==> src/sv/ucbt_pkg.sv <==
// Shared types, constants and classification functions of the tokenizer.
// No dependencies; used by every other file but the macro header.
package ucbt_pkg;

  localparam int unsigned ByteW    = 8;
  localparam int unsigned CharW    = 7;
  localparam int unsigned CpW      = 21;
  localparam int unsigned MaxRes   = 4;
  localparam int unsigned CntW     = $clog2(MaxRes + 1);
  localparam int unsigned SlotIdxW = $clog2(MaxRes);
  localparam int unsigned QDepth   = 2;
  localparam int unsigned QPtrW    = (QDepth > 1) ? $clog2(QDepth) : 1;
  localparam int unsigned QCntW    = $clog2(QDepth + 1);

  // UTF-8 lead and second-byte limits
  localparam logic [ByteW-1:0] Lead2Lo    = 8'hC2;
  localparam logic [ByteW-1:0] Lead2Hi    = 8'hDF;
  localparam logic [ByteW-1:0] Lead3Lo    = 8'hE0;
  localparam logic [ByteW-1:0] Lead3Sur   = 8'hED;
  localparam logic [ByteW-1:0] Lead3Hi    = 8'hEF;
  localparam logic [ByteW-1:0] Lead4Lo    = 8'hF0;
  localparam logic [ByteW-1:0] Lead4Hi    = 8'hF4;
  localparam logic [ByteW-1:0] Cont3Min   = 8'hA0;
  localparam logic [ByteW-1:0] Cont4Min   = 8'h90;
  localparam logic [ByteW-1:0] Cont4Max   = 8'h8F;

  typedef enum logic [1:0] {
    KIND_ASCII   = 2'd0,
    KIND_UNIGRAM = 2'd1,
    KIND_BIGRAM  = 2'd2
  } kind_e;

  typedef struct packed {
    kind_e            kind;
    logic [CharW-1:0] ascii_char;
    logic [CpW-1:0]   first_cp;
    logic [CpW-1:0]   second_cp;
    logic             token_end;
  } tok_t;

  // All results caused by one byte, in emit order from slot 0.
  typedef struct packed {
    logic [CntW-1:0]         cnt;
    tok_t [MaxRes-1:0]       slot;
  } bundle_t;

  function automatic logic is_word(input logic [ByteW-1:0] c);
    return (c >= 8'h30 && c <= 8'h39) || (c >= 8'h41 && c <= 8'h5A) ||
           (c >= 8'h61 && c <= 8'h7A) || c == 8'h5F || c == 8'h2D;
  endfunction

  function automatic logic is_cjk(input logic [CpW-1:0] cp);
    return (cp >= 21'h03400 && cp <= 21'h04DBF) || (cp >= 21'h04E00 && cp <= 21'h09FFF) ||
           (cp >= 21'h0F900 && cp <= 21'h0FAFF) || (cp >= 21'h20000 && cp <= 21'h2A6DF) ||
           (cp >= 21'h2A700 && cp <= 21'h2EBEF) || (cp >= 21'h30000 && cp <= 21'h3134F);
  endfunction

endpackage

==> src/sv/ucbt_queue.sv <==
// Short bundle queue between the front and back parts.
// Depends on ucbt_pkg for the bundle type and depth.
module ucbt_queue (
  input  logic               clk_i,
  input  logic               rst_ni,
  input  logic               push_i,
  input  ucbt_pkg::bundle_t  data_i,
  output logic               full_o,
  output logic               valid_o,
  input  logic               pop_i,
  output ucbt_pkg::bundle_t  data_o
);
  import ucbt_pkg::*;

  bundle_t          mem_q [QDepth];
  logic [QPtrW-1:0] wr_q, rd_q;
  logic [QCntW-1:0] cnt_q;
  logic             do_push, do_pop;

  assign full_o  = (cnt_q == QCntW'(QDepth));
  assign valid_o = (cnt_q != '0);
  assign data_o  = mem_q[rd_q];
  assign do_push = push_i && !full_o;
  assign do_pop  = pop_i && valid_o;

  always_ff @(posedge clk_i) begin
    if (do_push) begin
      mem_q[wr_q] <= data_i;
    end
  end

  always_ff @(posedge clk_i or negedge rst_ni) begin
    if (!rst_ni) begin
      wr_q  <= '0;
      rd_q  <= '0;
      cnt_q <= '0;
    end else begin
      if (do_push) begin
        wr_q <= (wr_q == QPtrW'(QDepth - 1)) ? '0 : wr_q + 1'b1;
      end
      if (do_pop) begin
        rd_q <= (rd_q == QPtrW'(QDepth - 1)) ? '0 : rd_q + 1'b1;
      end
      if (do_push && !do_pop) begin
        cnt_q <= cnt_q + 1'b1;
      end else if (do_pop && !do_push) begin
        cnt_q <= cnt_q - 1'b1;
      end
    end
  end

endmodule

==> config.mk <==
export PLATFORM = sky130hd
export DESIGN_NAME = ucbt_queue
export DESIGN_NICKNAME = d
export VERILOG_FILES = /design/src/sv/ucbt_pkg.sv /design/src/sv/ucbt_queue.sv
export SDC_FILE = /design/constraint.sdc
export NUM_CORES = 1
export LEC_CHECK = 0
export BUFFER_PORTS_ARGS = -buffer_cell sky130_fd_sc_hd__clkbuf_2
export CAP_MARGIN = 20
export CORE_MARGIN = 10
export CORE_UTILIZATION = 57
export DETAILED_ROUTE_END_ITERATION = 8
export MAX_ROUTING_LAYER = met4
export PLACE_DENSITY_LB_ADDON = 0.05
export SYNTH_ARGS = -nofsm -noshare
export SYNTH_HDL_FRONTEND = slang
export SYNTH_SLANG_ARGS = --single-unit
==> constraint.sdc <==
create_clock -name clk_i -period 30.4 [get_ports clk_i]
set_input_delay 3.04 -clock clk_i [delete_from_list [all_inputs] [get_ports clk_i]]
set_output_delay 3.04 -clock clk_i [all_outputs]
set_load 0.05 [all_outputs]
**After elaboration in Yosys (flattened, before gate mapping)**

Memories as Yosys holds them, arrays and structs flattened.
Index checks and enable logic that the tools add are counted.

- Register bits: 4
- Bits in latches: 0
- Bits in writable memories: 422
- Memory bits (read-only): 0
- Bits of input ports: 215
- Word-level logic and storage cells: 24
- Memories: 1

Memories:

| memory | words | bits a word | read ports | clocked after Yosys merged registers in | write ports | line | text |
|---|---|---|---|---|---|---|---|
| mem_q | 2 | 211 | 1 | 0 | 1 | ucbt_queue.sv:15 | `bundle_t mem_q [QDepth];` |

- Add/sub/neg operators: 4
- Multiply operators: 0
- Divide/modulo/power cells: 0
- Magnitude comparators: 0
- Eq/ne operators: 1
- Shifts and indexed selects: 0
- Multiplexer cells: 6
- Bitwise operators: 0
- Reduce and logical (&&, ||, !) cells: 9

Operators by type and width:

| kind | count |
|---|---|
| $logic_and 1x1->1 | 4 |
| $mux 1 | 4 |
| $mux 2 | 2 |
| $reduce_bool 2->1 | 2 |
| $logic_not 1->1 | 3 |
| $add 1x1->1 const B | 2 |
| $add 2x1->2 const B | 1 |
| $eq 2x2->1 const B | 1 |
| $sub 2x1->2 const B | 1 |

**Logic depth before layout (Yosys ltp)**

- Word-level depth: 7
- Gate-level depth with buffers: 7

**Worst setup path after synthesis**

Ideal clock, no wire load.

- Path kind: input -> register
- Start point: input push_i
- End point: memory mem_q[0][0] (netlist bit) (enable)
- Arrival time: 11.875 ns
- Setup slack: 17.740 ns
- Stages: 2
- Cells stage by stage: nand2_1 > nor2_1

- Word-level cells in the longest chain between the ends: 3

RTL lines:

| what | line | text |
|---|---|---|
| start: declaration | ucbt_queue.sv:6 | `input logic push_i,` |
| $logic_and 1x1->1 | ucbt_queue.sv:23 | `assign do_push = push_i && !full_o;` |
| $mux 1 | ucbt_queue.sv:27 | `if (do_push) begin` |
| $mux 1 (not written as such) | ucbt_queue.sv:28 | `mem_q[wr_q] <= data_i;` |
| end: declaration | ucbt_queue.sv:15 |  |

No other way between the ends.

==> out/results.tsv <==
stage	metric	value	unit
status	status	finished, final reports clean	
floorplan	die_x	189	µm
clocking	cts_max_path_buffers	3	
critical_path	worstPathArrival	3.88	ns
cells_and_area	drive_gt1_share	61.0	%
hold_path	hp-start	cnt_q[1]$_DFFE_PN0P_	
hold_path	hold_end	cnt_q[1]$_DFFE_PN0P_	
detailed_routing	vias_per_cell	5.17	
clocking	cts_made_buffers	43	
pwr	powerDensity	119	nW/µm²
yosys	dominantRegCellSynth	edfxtp_1	
yosys	yosysMostFrequentCell	edfxtp_1	
clocking	cts.sinks	426	
clocking	cts_setup_buffers	0	
yosys	synth_edf_count	422	
yosys	avgSynthCellArea	24.1	µm²
yosys	ys_types	16	
critical_path	crit_type	reg2out	
global_route	grt_pass1_vias	8778	
yosys	yosys_warnings	0	
critical_path	startpoint_type	flop	
hold_path	whs_path_depth	1	
clocking	cts_hold_buf	0	
detailed_routing	drc	0	
global_route	grt_pass1_wl	53400	µm
sta	finalCritPeriodShare	22.8	%
floorplan	initial_utilization	58.1	%
detailed_routing	wirelength	36600	µm
sta	relSlewSlack	29.4	%
detailed_routing	drtIter0Drc	473	
cells_and_area	final_core_util	71.5	%
yosys	synth_largest_area_cell	edfxtp_1	
sta	finalClockSkew	0.0162	ns
sta	hold_viol_final	0	
sta	tns	0	ns
sta	worst_pin_slew	1.06	ns
critical_path	worstPathRequired	27.36	ns
critical_path	critPathMaxFanout	60	
floorplan	die_h	189	µm
floorplan	rows	61	
critical_path	r2r_end	mem_q[1][66]$_DFFE_PP_	
place	gp_congestion	0.791	
yosys	synthesis.area	16300	µm²
global_route	grt_use_total	20.4	%
global_route	grt_overflow	0	
detailed_routing	drtAntennaViolNets	0	
yosys	synthTopCellsByArea	edfxtp_1 (78%), mux2_4 (17%), mux2_2 (2.1%)	
critical_path	endpoint_kind	primary output	
yosys	syn_nets	892	
clocking	clk_latency	0.53	ns
critical_path	reg2reg_depth	4	
pwr	vdd_ir_drop_max	0.105	mV
global_route	antenna_found_initial	11	
yosys	yosysSeqAreaShare	78.5	%
detailed_routing	dr.pass1.iters	4	
clocking	ctsResizeCount	0	
sta	setup_violations	0	
yosys	synth_top_area_share	77.9	%
global_route	grt_max_degree	78	
detailed_routing	wire_per_inst	23.5	µm
critical_path	r2r_slack	26.68	ns
clocking	cts_root_buffer	clkbuf_16	
yosys	synthCells	676	
cells_and_area	fin_nets	1349	
floorplan	fp.dieArea	35700	µm²
yosys	synth-async-reset-ratio	0.939	%
place	portBuffers	427	
place	hpwlAfterDp	26700	µm
clocking	cts_tree	built	
clocking	htreeDepth	2	
clocking	clk_pin_slew	0.06	ns
sta	rsz0062_at_grt	false	
sta	fin_worst_hold_slack	0.508	ns
hold_path	min_path_type	reg2reg	
sta	fmax	0.145	GHz
pwr	p_leak	8.11	nW
yosys	synth_seq_cells	426	
critical_path	r2r_start	cnt_q[0]$_DFFE_PN0P_	
yosys	yosys-top-cells-count	edfxtp_1 (422), mux2_4 (180), mux2_2 (31)	
floorplan	core-area	28000	µm²
sta	slew_viol_final	0	
sta	finalCriticalPeriod	6.92	ns
detailed_routing	vias	8034	
cells_and_area	area_growth_syn_to_layout	23.1	%
floorplan	io_pins	428	
job	cap_viol_max_count	0	
[routing by layer]
layer  routed length, µm  global-route usage (%)  share of wire (%)
met1               12900                    21.9                 35
met2               19000                    33.9                 52
met3                3370                    6.96                9.2
met4                1280                    9.22                3.5
met5                   0                       -                  0
[layout make-up]
| cell class | instances | area [µm²] |
|---|---|---|
| clock inverter | 24 | 213 |
| clock buffer | 51 | 1150 |
| tap | 378 | 473 |
| timing repair buffer | 436 | 2220 |
| fill | 1861 | 7980 |
| multi-input combinational | 224 | 3150 |
| antenna | 12 | 30.0 |
| inverter | 2 | 7.51 |
| sequential | 426 | 12800 |
[power by group]
group	total, mW	switching [mW]	internal, mW
combinational	1.01	0.708	0.305
sequential	0.859	0.0536	0.805
clock	0.505	0.203	0.302
[placed cells by master (no fill, tap or decap)]
cell type   synthesis  layout
and3_4              0       1
buf_16              0       1
buf_4               0       8
bufinv_16           0       4
clkbuf_1            0       6
clkbuf_16           0      45
clkbuf_2            0     427
clkinv_1            0      10
clkinv_2            0       8
clkinvlp_4          0       2
dfrtp_1             4       3
dfrtp_4             0       1
diode_2             0      12
edfxtp_1          422     422
ha_1                1       1
inv_1               2       2
mux2_2             31      31
mux2_4            180     180
nand2_1             2       2
nand2b_1            1       1
nor2_1              2       1
nor2_4              0       1
or2_2               1       1
xnor2_1             3       3
xor2_1              2       2
[worst max-delay path: stages, from the launching register on]
cell	delay (ns)
dfrtp_4	1.09
buf_4	0.87
buf_4	0.71
mux2_4	0.35
clkbuf_2	0.24
[state kept, by name, summed over array words and instances (netlist names)]
register,count
cnt_q,2
rd_q,1
mem_q,422
wr_q,1
[per-stage QoR]
| step | instance area (µm²) | setup slack [ns] | power, mW | instances |
|---|---|---|---|---|
| final | 20000 | 23.48 | 2.38 | 1553 |
| after global routing | 20000 | 23.27 | 2.47 | 1552 |
| after CTS | 20000 | 23.45 | 2.40 | 1541 |
| after detailed placement | 18600 | 24.02 | 1.90 | 1466 |
| after global placement | 18600 | 24.02 | 1.89 | 1465 |
| after floorplan | 16300 | 17.74 | 1.75 | 676 |
[kinds of logic after synthesis]
group	synth area share, %
xor gates and xnor gates	0.269
muxes	18.8
DFF	78.5
buffers and inverters	2.18
adders and majority gates	0.0769
and+or+nand+nor	0.208
[worst max path at each step]
stage	startpoint	to	depth (start not counted)
6_report	rd_q$_DFFE_PN0P_	data_o[116]	4
5_1_grt	rd_q$_DFFE_PN0P_	data_o[112]	4
4_1_cts	rd_q$_DFFE_PN0P_	data_o[116]	4
3_5_place_dp	rd_q$_DFFE_PN0P_	data_o[116]	4
3_3_place_gp	rd_q$_DFFE_PN0P_	data_o[112]	4
2_1_floorplan	push_i	mem_q[0][0]$_DFFE_PP_	2
Note: power is estimated with default switching activity, not from simulation.
