[src/sv/ucbt_pkg.sv]
// Shared types, constants and classification functions of the tokenizer.
// No dependencies; used by every other file but the macro header.
package ucbt_pkg;

  localparam int unsigned ByteW    = 8;
  localparam int unsigned CharW    = 7;
  localparam int unsigned CpW      = 21;
  localparam int unsigned MaxRes   = 4;
  localparam int unsigned CntW     = $clog2(MaxRes + 1);
  localparam int unsigned SlotIdxW = $clog2(MaxRes);
  localparam int unsigned QDepth   = 2;
  localparam int unsigned QPtrW    = (QDepth > 1) ? $clog2(QDepth) : 1;
  localparam int unsigned QCntW    = $clog2(QDepth + 1);

  // UTF-8 lead and second-byte limits
  localparam logic [ByteW-1:0] Lead2Lo    = 8'hC2;
  localparam logic [ByteW-1:0] Lead2Hi    = 8'hDF;
  localparam logic [ByteW-1:0] Lead3Lo    = 8'hE0;
  localparam logic [ByteW-1:0] Lead3Sur   = 8'hED;
  localparam logic [ByteW-1:0] Lead3Hi    = 8'hEF;
  localparam logic [ByteW-1:0] Lead4Lo    = 8'hF0;
  localparam logic [ByteW-1:0] Lead4Hi    = 8'hF4;
  localparam logic [ByteW-1:0] Cont3Min   = 8'hA0;
  localparam logic [ByteW-1:0] Cont4Min   = 8'h90;
  localparam logic [ByteW-1:0] Cont4Max   = 8'h8F;

  typedef enum logic [1:0] {
    KIND_ASCII   = 2'd0,
    KIND_UNIGRAM = 2'd1,
    KIND_BIGRAM  = 2'd2
  } kind_e;

  typedef struct packed {
    kind_e            kind;
    logic [CharW-1:0] ascii_char;
    logic [CpW-1:0]   first_cp;
    logic [CpW-1:0]   second_cp;
    logic             token_end;
  } tok_t;

  // All results caused by one byte, in emit order from slot 0.
  typedef struct packed {
    logic [CntW-1:0]         cnt;
    tok_t [MaxRes-1:0]       slot;
  } bundle_t;

  function automatic logic is_word(input logic [ByteW-1:0] c);
    return (c >= 8'h30 && c <= 8'h39) || (c >= 8'h41 && c <= 8'h5A) ||
           (c >= 8'h61 && c <= 8'h7A) || c == 8'h5F || c == 8'h2D;
  endfunction

  function automatic logic is_cjk(input logic [CpW-1:0] cp);
    return (cp >= 21'h03400 && cp <= 21'h04DBF) || (cp >= 21'h04E00 && cp <= 21'h09FFF) ||
           (cp >= 21'h0F900 && cp <= 21'h0FAFF) || (cp >= 21'h20000 && cp <= 21'h2A6DF) ||
           (cp >= 21'h2A700 && cp <= 21'h2EBEF) || (cp >= 21'h30000 && cp <= 21'h3134F);
  endfunction

endpackage

[src/sv/ucbt_if.sv]


interface ucbt_tok_if;
  import ucbt_pkg::*;
  logic             valid;
  logic             ready;
  logic [1:0]       token_kind;
  logic [CharW-1:0] ascii_char;
  logic [CpW-1:0]   first_codepoint;
  logic [CpW-1:0]   second_codepoint;
  logic             token_end;
  logic             run_last;
  modport source (output valid, token_kind, ascii_char, first_codepoint, second_codepoint,
                  token_end, run_last, input ready);
  modport sink   (input valid, token_kind, ascii_char, first_codepoint, second_codepoint,
                  token_end, run_last, output ready);
endinterface

[src/sv/ucbt_back.sv]
// Back part: walks the slots of the head bundle into the output register.
// Depends on ucbt_pkg and ucbt_tok_if.
module ucbt_back (
  input  logic               clk_i,
  input  logic               rst_ni,
  input  logic               q_valid_i,
  input  ucbt_pkg::bundle_t  head_i,
  output logic               pop_o,
  ucbt_tok_if.source         out_o
);
  import ucbt_pkg::*;

  logic [SlotIdxW-1:0] idx_q;
  logic                valid_q;
  tok_t                tok_q;
  logic                last_q;
  logic                load;
  logic                last_slot;
  tok_t                cur;

  assign load      = q_valid_i && (!valid_q || out_o.ready);
  assign cur       = head_i.slot[idx_q];
  assign last_slot = (CntW'(idx_q) == (head_i.cnt - CntW'(1)));
  assign pop_o     = load && last_slot;

  always_ff @(posedge clk_i or negedge rst_ni) begin
    if (!rst_ni) begin
      valid_q <= 1'b0;
      idx_q   <= '0;
    end else begin
      if (load) begin
        valid_q <= 1'b1;
        idx_q   <= last_slot ? '0 : idx_q + 1'b1;
      end else if (out_o.ready) begin
        valid_q <= 1'b0;
      end
    end
  end

  // payload: hold while stalled
  always_ff @(posedge clk_i) begin
    if (load) begin
      tok_q  <= cur;
      last_q <= last_slot;
    end
  end

  assign out_o.valid            = valid_q;
  assign out_o.token_kind       = tok_q.kind;
  assign out_o.ascii_char       = tok_q.ascii_char;
  assign out_o.first_codepoint  = tok_q.first_cp;
  assign out_o.second_codepoint = tok_q.second_cp;
  assign out_o.token_end        = tok_q.token_end;
  assign out_o.run_last         = last_q;

endmodule

[src/flat_wrapper.sv]
// flat-port wrapper written by rule: the top's interface ports become plain ports
module ucbt_back_flat import ucbt_pkg::*;
  (clk_i, rst_ni, q_valid_i, head_i, pop_o, out_o_valid, out_o_token_kind, out_o_ascii_char, out_o_first_codepoint, out_o_second_codepoint, out_o_token_end, out_o_run_last, out_o_ready);
  ucbt_tok_if out_o_i ();
  input  logic clk_i;
  input  logic rst_ni;
  input  logic q_valid_i;
  input  ucbt_pkg::bundle_t head_i;
  output logic pop_o;
  output wire logic [$bits(out_o_i.valid)-1:0] out_o_valid;
  output wire logic [$bits(out_o_i.token_kind)-1:0] out_o_token_kind;
  output wire logic [$bits(out_o_i.ascii_char)-1:0] out_o_ascii_char;
  output wire logic [$bits(out_o_i.first_codepoint)-1:0] out_o_first_codepoint;
  output wire logic [$bits(out_o_i.second_codepoint)-1:0] out_o_second_codepoint;
  output wire logic [$bits(out_o_i.token_end)-1:0] out_o_token_end;
  output wire logic [$bits(out_o_i.run_last)-1:0] out_o_run_last;
  input wire logic [$bits(out_o_i.ready)-1:0] out_o_ready;
  assign out_o_valid = out_o_i.valid;
  assign out_o_token_kind = out_o_i.token_kind;
  assign out_o_ascii_char = out_o_i.ascii_char;
  assign out_o_first_codepoint = out_o_i.first_codepoint;
  assign out_o_second_codepoint = out_o_i.second_codepoint;
  assign out_o_token_end = out_o_i.token_end;
  assign out_o_run_last = out_o_i.run_last;
  assign out_o_i.ready = out_o_ready;
  ucbt_back u_core (.clk_i(clk_i), .rst_ni(rst_ni), .q_valid_i(q_valid_i), .head_i(head_i), .pop_o(pop_o), .out_o(out_o_i));
endmodule
[config.mk]
export PLATFORM = sky130hd
export DESIGN_NAME = ucbt_back_flat
export DESIGN_NICKNAME = d
export VERILOG_FILES = /design/src/sv/ucbt_pkg.sv /design/src/sv/ucbt_if.sv /design/src/sv/ucbt_back.sv /design/src/flat_wrapper.sv
export SDC_FILE = /design/constraint.sdc
export NUM_CORES = 1
export LEC_CHECK = 0
export BUFFER_PORTS_ARGS = -buffer_cell sky130_fd_sc_hd__clkbuf_2
export CORE_ASPECT_RATIO = 0.75
export CORE_UTILIZATION = 28
export CTS_CLUSTER_SIZE = 20
export DETAILED_ROUTE_END_ITERATION = 8
export HOLD_SLACK_MARGIN = 0.12
export PLACE_DENSITY = 0.77
export SETUP_SLACK_MARGIN = 0.05
export SYNTH_ARGS = -nofsm -noshare
export SYNTH_HDL_FRONTEND = slang
export SYNTH_SLANG_ARGS = --single-unit
[constraint.sdc]
create_clock -name clk_i -period 1.9 [get_ports clk_i]
set_input_delay 0.095 -clock clk_i [delete_from_list [all_inputs] [get_ports clk_i]]
set_output_delay 0.095 -clock clk_i [all_outputs]
set_load 0.05 [all_outputs]
* Word level (Yosys, flattened, before mapping)
Index checks and enable logic that the tools add are counted.
Cells by class: add/sub/neg operators 2, $mul 0, div/mod/pow operators 0, order comparisons 1, equality and inequality tests 1, shift-type cells 0, multiplexer cells 5, bitwise operators 0, reduce and logical (&&, ||, !) cells 5
Operators by type and width (number):
- $bmux W52 S2 | 1
- $mux W52 | 1
- $eq A2 B3 Y1 | 1
- $lt A2 B3 Y1 const B | 1
- $sub A3 B1 Y3 const B | 1
- $add A2 B1 Y2 const B | 1
- $logic_and A1 B1 Y1 | 2
- $mux W1 | 2
- $mux W2 | 1
- $reduce_bool A2 Y1 | 1
- $logic_not A1 Y1 | 1
- $logic_or A1 B1 Y1 | 1
Storage, ports and cells: bits in registers 56, bits in latches 0, memory bits (writable) 0, memory bits (read-only) 0, input bits 215, output and inout port bits 55, word-level logic and storage cells 22, memories kept 0

* Longest topological paths before layout
Gate-level depths: netlist of run 1.
word-level depth 4, gate-level depth with buffers 6, gate-level depth less buffers 6

* Worst setup path after synthesis of run 1
Ideal clock, no wire load.
path kind register to register, start register u_core.valid_q, in the netlist u_core.out_o.valid, end register u_core.idx_q[1], library setup time 0.088 ns, arrival time 2.216 ns, required time 1.812 ns, slack -0.405 ns, stages on the path, launching flop included 6, buffers on the path 0, period minus slack after synthesis 2.305 ns, cells stage by stage dfrtp_1 > nand2b_1 > nand2_1 > inv_1 > o21ai_0 > nor3_1
On the way: cells in the longest elaborated chain, start to end 3
Ends and longest elaborated chain:
- start, declared | line ucbt_back.sv:14 | logic valid_q;
- start signal, assigned | line ucbt_back.sv:28 | valid_q <= 1'b0;
- start signal, assigned | line ucbt_back.sv:32 | valid_q <= 1'b1;
- start signal, assigned | line ucbt_back.sv:35 | valid_q <= 1'b0;
- $logic_not A1 Y1 | line ucbt_back.sv:21 | assign load = q_valid_i && (!valid_q || out_o.ready);
- $logic_or A1 B1 Y1 | line ucbt_back.sv:21
- $logic_and A1 B1 Y1 | line ucbt_back.sv:21
- via u_core.load | line ucbt_back.sv:17 | logic load;
- end signal, assigned | line ucbt_back.sv:33 | idx_q <= last_slot ? '0 : idx_q + 1'b1;
- end, declared | line ucbt_back.sv:13 | logic [SlotIdxW-1:0] idx_q;
The timed path passes the listed nets, and every way through them passes these cells. A chain may end at the register's enable or synchronous reset.

* Final worst setup path of run 1
start register u_core.idx_q[0], end output port pop_o
On the way: cells in the longest elaborated chain, start to end 2
Ends and longest elaborated chain:
- $eq A2 B3 Y1 | line ucbt_back.sv:23 | assign last_slot = (CntW'(idx_q) == (head_i.cnt - CntW'(1)));
- $logic_and A1 B1 Y1 | line ucbt_back.sv:24 | assign pop_o = load && last_slot;
- end, declared | line flat_wrapper.sv:9 | output logic pop_o;
Every way passes these cells.

==> run metrics, run 1 <==
Worst Setup End Kind=output pin; CTS max path bufs=2; grt ovf=0; CTS Buf Count=5; Crit path buffers/inverters=1; WS Path Type=reg -> out; DRT iter0 DRCs=96; Post-Syn Instances=140; CP max-delay cell=dfrtp_4; final WL=~9100 µm; crit path launch=u_core.idx_q[0]$_DFFE_PN0P_; WP data required=between 1.5 and 2 ns; area fraction in compound gates after synthesis=0.00330; CTS root buf=clkbuf_16; Tot Pwr=5.62 mW; total core area=10400 µm²; Fin. Hold Viols=0; Finish-stage setup viols=0; Final period util=0.899; dpl hpwl=7820 µm; Net Count, Synth=356; DR WL/cell=16.6 µm; Fin Clk Skew=0.00597 ns; hold crit path type=in -> reg; simple logic cell fraction of the synthesized area=0.0157; mux cell area share after synthesis=0.386; fin util=0.456; DRC viols=0; Area growth, synth to finish=56.5%; synthesized cell area=roughly 3000 µm²; die area=~11000 µm²; total number of vias=2561; hold wc startpoint=head_i[112]; most frequent cells in the layout=clkbuf_2 (268), edfxtp_1 (53), mux4_2 (52), clkbuf_16 (5), dlygate4sd3_1 (5); Worst path max stage delay=0.58 ns; Port Buffer Count=269; Max VDD drop=0.000611 V; routability cong.=0.762; post-route ant nets=0; FF-to-FF Start=u_core.idx_q[0]$_DFFE_PN0P_; Cells after DPL=approximately 540; fmax=0.585 GHz; Initial Utilization=0.292; Lkg Pwr=between 2 and 2.5 nW; final period demand of the worst path=1.71 ns; Critical Path AT=1.61 ns; #FFs+latches synth=56; Slew headroom=0.724; layout cells sized above 1=0.817; Netlist cell types=17; post-synthesis adder-cell area fraction=0.00412; cell chain of the critical path=xor2_1, nand3_1, nor2_1, clkbuf_4; critical-path maximum fanout=12; Reg clk slew, reported paths=about 0.070 ns; Syn. warnings=0; RSZ-0062 raised after global routing=false; final-stage net count=631; vias per cell=4.64; DR pass1 iterations=4; Die Y=92.2 µm; most common cell after layout, fill and taps aside=clkbuf_2; H-tree depth=2; ant diodes=0; number of global-route vias before repair=2817; CTS tree=done; setup tns final=0 ns; Fillers=~950; Pins Over Slew Limit=0; Worst R2R Setup Slack=0.28 ns; crit path launch type=flop; sequential area share after synthesis=0.549; largest family of logic cells by synthesized area=multiplexers; initial antenna violation count=0; Die X-Extent=approximately 120 µm; first-pass GRT wire length=13700 µm; Synth Area in XOR/XNOR=0.00865; largest net degree at the start of global routing=32; average instance area after synthesis=21.7 µm²; clk_lat worst skew=0.29 ns; Max Cap Viol=0; I/O pins=270; Setup Buffers After CTS=0; number of cell rows=32; final non-filler cell total=roughly 550; Global Route Usage Sum=0.161; PwrDens=1180 nW/µm²; status=finished clean; Sink Count=56; Crit path max-delay family=flip-flops; worst slew pin tran=0.414 ns
==> power by group <==
part	internal [mW]	leakage [nW]	switching, mW	total, mW
combinational	1.23	1.55	1.59	2.83
clock	0.480	0.0710	0.411	0.892
sequential	1.78	0.538	0.121	1.90
total	3.49	2.16	2.13	5.62
==> stage by stage <==
step | worst slack (ns) | hold slack [ns] | instance area (µm²)
finish | 0.191 | 0.187 | 4750
global route | 0.0651 | 0.178 | 4750
CTS | 0.130 | 0.174 | 4750
detailed placement | 0.269 | -0.0961 | 4560
global placement | 0.310 | -0.106 | 4560
floorplan | 0.0111 | -0.201 | 3060
==> flip-flops by register name, indices dropped and copies added, names as in the netlist <==
signal and flops:
u_core.idx_q 2, u_core.out_o.token_kind 2, u_core.out_o.run_last 1, u_core.out_o.valid 1, u_core.out_o.ascii_char 7, u_core.out_o.first_codepoint 21, u_core.out_o.token_end 1, u_core.out_o.second_codepoint 21
==> metal layers <==
metal,global-route usage,part of all wire
met2,0.306,0.55
met4,0.0417,0.0072
met1,0.169,0.36
met3,0.0491,0.089
met5,0,0
==> layout make-up <==
cell class	instances	area, µm²	share of cell area
Multi-Input combinational cell	68	1280	0.270
Sequential cell	56	1670	0.352
Clock buffer	5	125	0.0263
Timing Repair Buffer	280	1470	0.309
Tap cell	136	170	0.0358
Inverter	4	18.8	0.00395
Clock inverter	3	13.8	0.00290
==> kinds of logic after synthesis <==
kind of cell    count (synthesis)
mux                            52
simple gates                   10
fa+ha+maj                       1
buf+inv                        16
flops                          56
compound gates                  2
xor+xnor                        3
==> synthesized netlist by cell type <==
library cell | number | area [µm²]
dfrtp_1 | 3 | 75.1
nor2_1 | 2 | 7.51
edfxtp_1 | 53 | 1590
xor2_1 | 2 | 17.5
buf_6 | 4 | 45.0
nor3_1 | 1 | 5.00
nand4_1 | 1 | 6.26
nand2_1 | 3 | 11.3
xnor2_1 | 1 | 8.76
mux4_2 | 52 | 1170
buf_2 | 7 | 35.0
ha_1 | 1 | 12.5
nand3_1 | 1 | 5.00
nand2b_1 | 2 | 12.5
inv_1 | 4 | 15.0
buf_4 | 1 | 7.51
o21ai_0 | 2 | 10.0
==> timing repair <==
item	in CTS	in global routing
hold buffers	5	0
setup endpoints to repair	0	1
endpoints found under the hold margin	4	0
resized for setup	0	2
==> path summary, 6_finish.rpt <==
path,end,cells after the start
worst min-delay path,u_core.out_o.second_codepoint[7]$_DFFE_PP_,2
worst max-delay path,pop_o,4
worst min register to register,u_core.idx_q[0]$_DFFE_PN0P_,4
min in group asynchronous,u_core.idx_q[0]$_DFFE_PN0P_,3
worst max register to register,u_core.out_o.first_codepoint[4]$_DFFE_PP_,2
max in group asynchronous,u_core.out_o.valid$_DFFE_PN0P_,4
Note: power is estimated with default switching activity, not from simulation.
==> run 2: changes to the inputs <==
--- a/config.mk
+++ b/config.mk
@@ -6,12 +6,12 @@
 export NUM_CORES = 1
 export LEC_CHECK = 0
 export BUFFER_PORTS_ARGS = -buffer_cell sky130_fd_sc_hd__clkbuf_2
-export CORE_ASPECT_RATIO = 0.75
-export CORE_UTILIZATION = 28
+export CORE_AREA = 2 2 104 106
 export CTS_CLUSTER_SIZE = 20
 export DETAILED_ROUTE_END_ITERATION = 8
+export DIE_AREA = 0 0 106 108
 export HOLD_SLACK_MARGIN = 0.12
-export PLACE_DENSITY = 0.77
+export PLACE_DENSITY = 0.8
 export SETUP_SLACK_MARGIN = 0.05
 export SYNTH_ARGS = -nofsm -noshare
 export SYNTH_HDL_FRONTEND = slang
==> run metrics, run 2 (same netlist as run 1, synthesis figures left out) <==
I/O pins=270 (unchanged); Die X-Extent=106 µm (-13%); status=finished clean; first-pass GRT wire length=14300 µm (+4.6%); critical-path maximum fanout=28 (+16); die area=11400 µm² (+1.6%); grt ovf=0 (unchanged); fmax=0.560 GHz (-4.4%); Port Buffer Count=269 (unchanged); DR WL/cell=17.3 µm (+4.7%); largest net degree at the start of global routing=31 (-3.1%); WP data required=1.80 ns (about the same); most common cell after layout, fill and taps aside=clkbuf_2; final WL=9550 µm (+4.5%); Worst Setup End Kind=output pin; vias per cell=4.71 (+1.4%); CTS max path bufs=2 (unchanged); Crit path buffers/inverters=2 (+1); Slew headroom=0.734 (+0.00988); dpl hpwl=7900 µm (+1.1%); Net Switching=2.13 mW (+0.33%); Pins Over Slew Limit=0 (unchanged); Logic pwr share=0.538 (+0.035); Fillers=932 (-2.2%); hold crit path type=in -> reg; Reg clk slew, reported paths=0.10 ns (+0.03 ns); DRT iter0 DRCs=113 (+18%); Setup Buffers After CTS=0 (unchanged); Critical Path AT=1.69 ns (+0.08 ns); ant diodes=0 (unchanged); Worst path max stage delay=0.52 ns (-0.06 ns); total core area=10200 µm² (-1.7%); worst slew pin tran=0.399 ns (-0.0148 ns); number of cell rows=37 (+16%); cell chain of the critical path=buf_16, xor2_2, nand3_2, nor2_2, buf_6; Final period util=0.941 (+0.0412); DR pass1 iterations=4 (unchanged); Max Cap Viol=0 (unchanged); total number of vias=2593 (+1.2%); Fin. Hold Viols=0 (unchanged); Max VDD drop=0.00111 V (+82%); Finish-stage setup viols=0 (unchanged); Lkg Pwr=2.13 nW (-1.3%); placed instance area=4560 µm² (unchanged); layout cells sized above 1=0.822 (+0.00438); CTS Buf Count=5 (unchanged); Clock Power Share=0.116 (-0.043); H-tree depth=2 (unchanged); final period demand of the worst path=1.79 ns (+0.0783 ns); Area growth, synth to finish=55.1%; CTS tree=done; hold_ws=0.175 ns (-0.0120 ns); Fin Clk Skew=0.00465 ns (-0.00132 ns); most frequent cells in the layout=clkbuf_2 (268), edfxtp_1 (53), mux4_2 (52), clkbuf_8 (5); fin util=0.460 (+0.00383); number of global-route vias before repair=2850 (+1.2%); Seq pwr share=0.346 (+0.008); CP max-delay cell=dfrtp_4; final-stage net count=630 (-0.16%); Initial Utilization=0.297 (+0.00510); initial antenna violation count=0 (unchanged); sw frac=0.393 (+0.0151); clk_lat worst skew=0.30 ns (about the same); Die Y=108 µm (+17%); DRC viols=0 (unchanged); post-route ant nets=0 (unchanged); Global Route Usage Sum=0.163 (+0.00236); Tot Pwr=5.42 mW (-3.5%); WS Path Type=reg -> out; P_int=3.29 mW (-5.9%); Crit path max-delay family=flip-flops; routability cong.=0.769 (+0.88%); PwrDens=1150 nW/µm² (-2.6%); Sink Count=56 (unchanged); final design area excluding fillers=4710 µm² (-0.90%); CTS root buf=clkbuf_8; crit path launch type=flop
-- run 2: stage by stage --
step	setup WS (ns)	instances	setup TNS, ns
4_1_cts	0.0519	551	0
6_report	0.113	551	0
2_1_floorplan	0.0111	140	0
3_5_place_dp	0.363	539	0
5_1_grt	-0.00113	551	-0.00113
3_3_place_gp	0.390	539	0
-- run 2: worst paths after layout --
path / depth (start not counted) / slack [ns] / startpoint / endpoint
setup / recovery: 5 / 0.11 / u_core.idx_q[0]$_DFFE_PN0P_ / pop_o
hold / removal: 2 / 0.18 / head_i[121] / u_core.out_o.second_codepoint[16]$_DFFE_PP_
max in group asynchronous: 3 / 1.09 / rst_ni / u_core.idx_q[0]$_DFFE_PN0P_
hold reg to reg: 4 / 0.72 / u_core.out_o.valid$_DFFE_PN0P_ / u_core.idx_q[0]$_DFFE_PN0P_
setup reg to reg: 2 / 0.37 / u_core.idx_q[0]$_DFFE_PN0P_ / u_core.out_o.first_codepoint[3]$_DFFE_PP_
min in group asynchronous: 3 / 0.66 / rst_ni / u_core.idx_q[0]$_DFFE_PN0P_
-- run 2: worst reg2reg max path: cells and delay by family, from the launching register on --
family	cells	cell delay, ns
flops	1	0.47
mux	1	0.57
buf+inv	1	0.23
-- run 2: area by class of cell --
| class | count | area [µm²] | share of cell area |
|---|---|---|---|
| clock inverter | 1 | 3.75 | 0.000797 |
| tap | 136 | 170 | 0.0361 |
| inverter | 4 | 18.8 | 0.00399 |
| clock buffer | 7 | 76.3 | 0.0162 |
| timing repair buffer | 279 | 1470 | 0.312 |
| sequential | 56 | 1670 | 0.355 |
| multi-input combinational | 68 | 1300 | 0.276 |
-- run 2: layer usage --
metal,share of wire,up-vias,global-route usage
li1,-,1167,-
met1,0.35,1267,0.181
met2,0.54,151,0.301
met3,0.090,8,0.0512
met4,0.013,0,0.0479
met5,0,-,0
-- run 2: what timing repair did --
action | 4_1_cts | 5_1_grt
cloned | 0 | 0
endpoints found under the hold margin | 4 | 0
setup endpoints to repair | 1 | 1
hold buffers | 4 | 0
gates resized for setup | 1 | 6
-- run 2: power by group through the flow --
stage	Sequential (mW)	Clock, mW	Combinational (mW)
3_5_place_dp	1.91	0	2.91
2_1_floorplan	2.69	0	1.44
4_1_cts	1.88	0.671	2.92
3_3_place_gp	1.90	0	2.79
5_1_grt	1.91	0.706	3.09
6_report	1.88	0.628	2.92
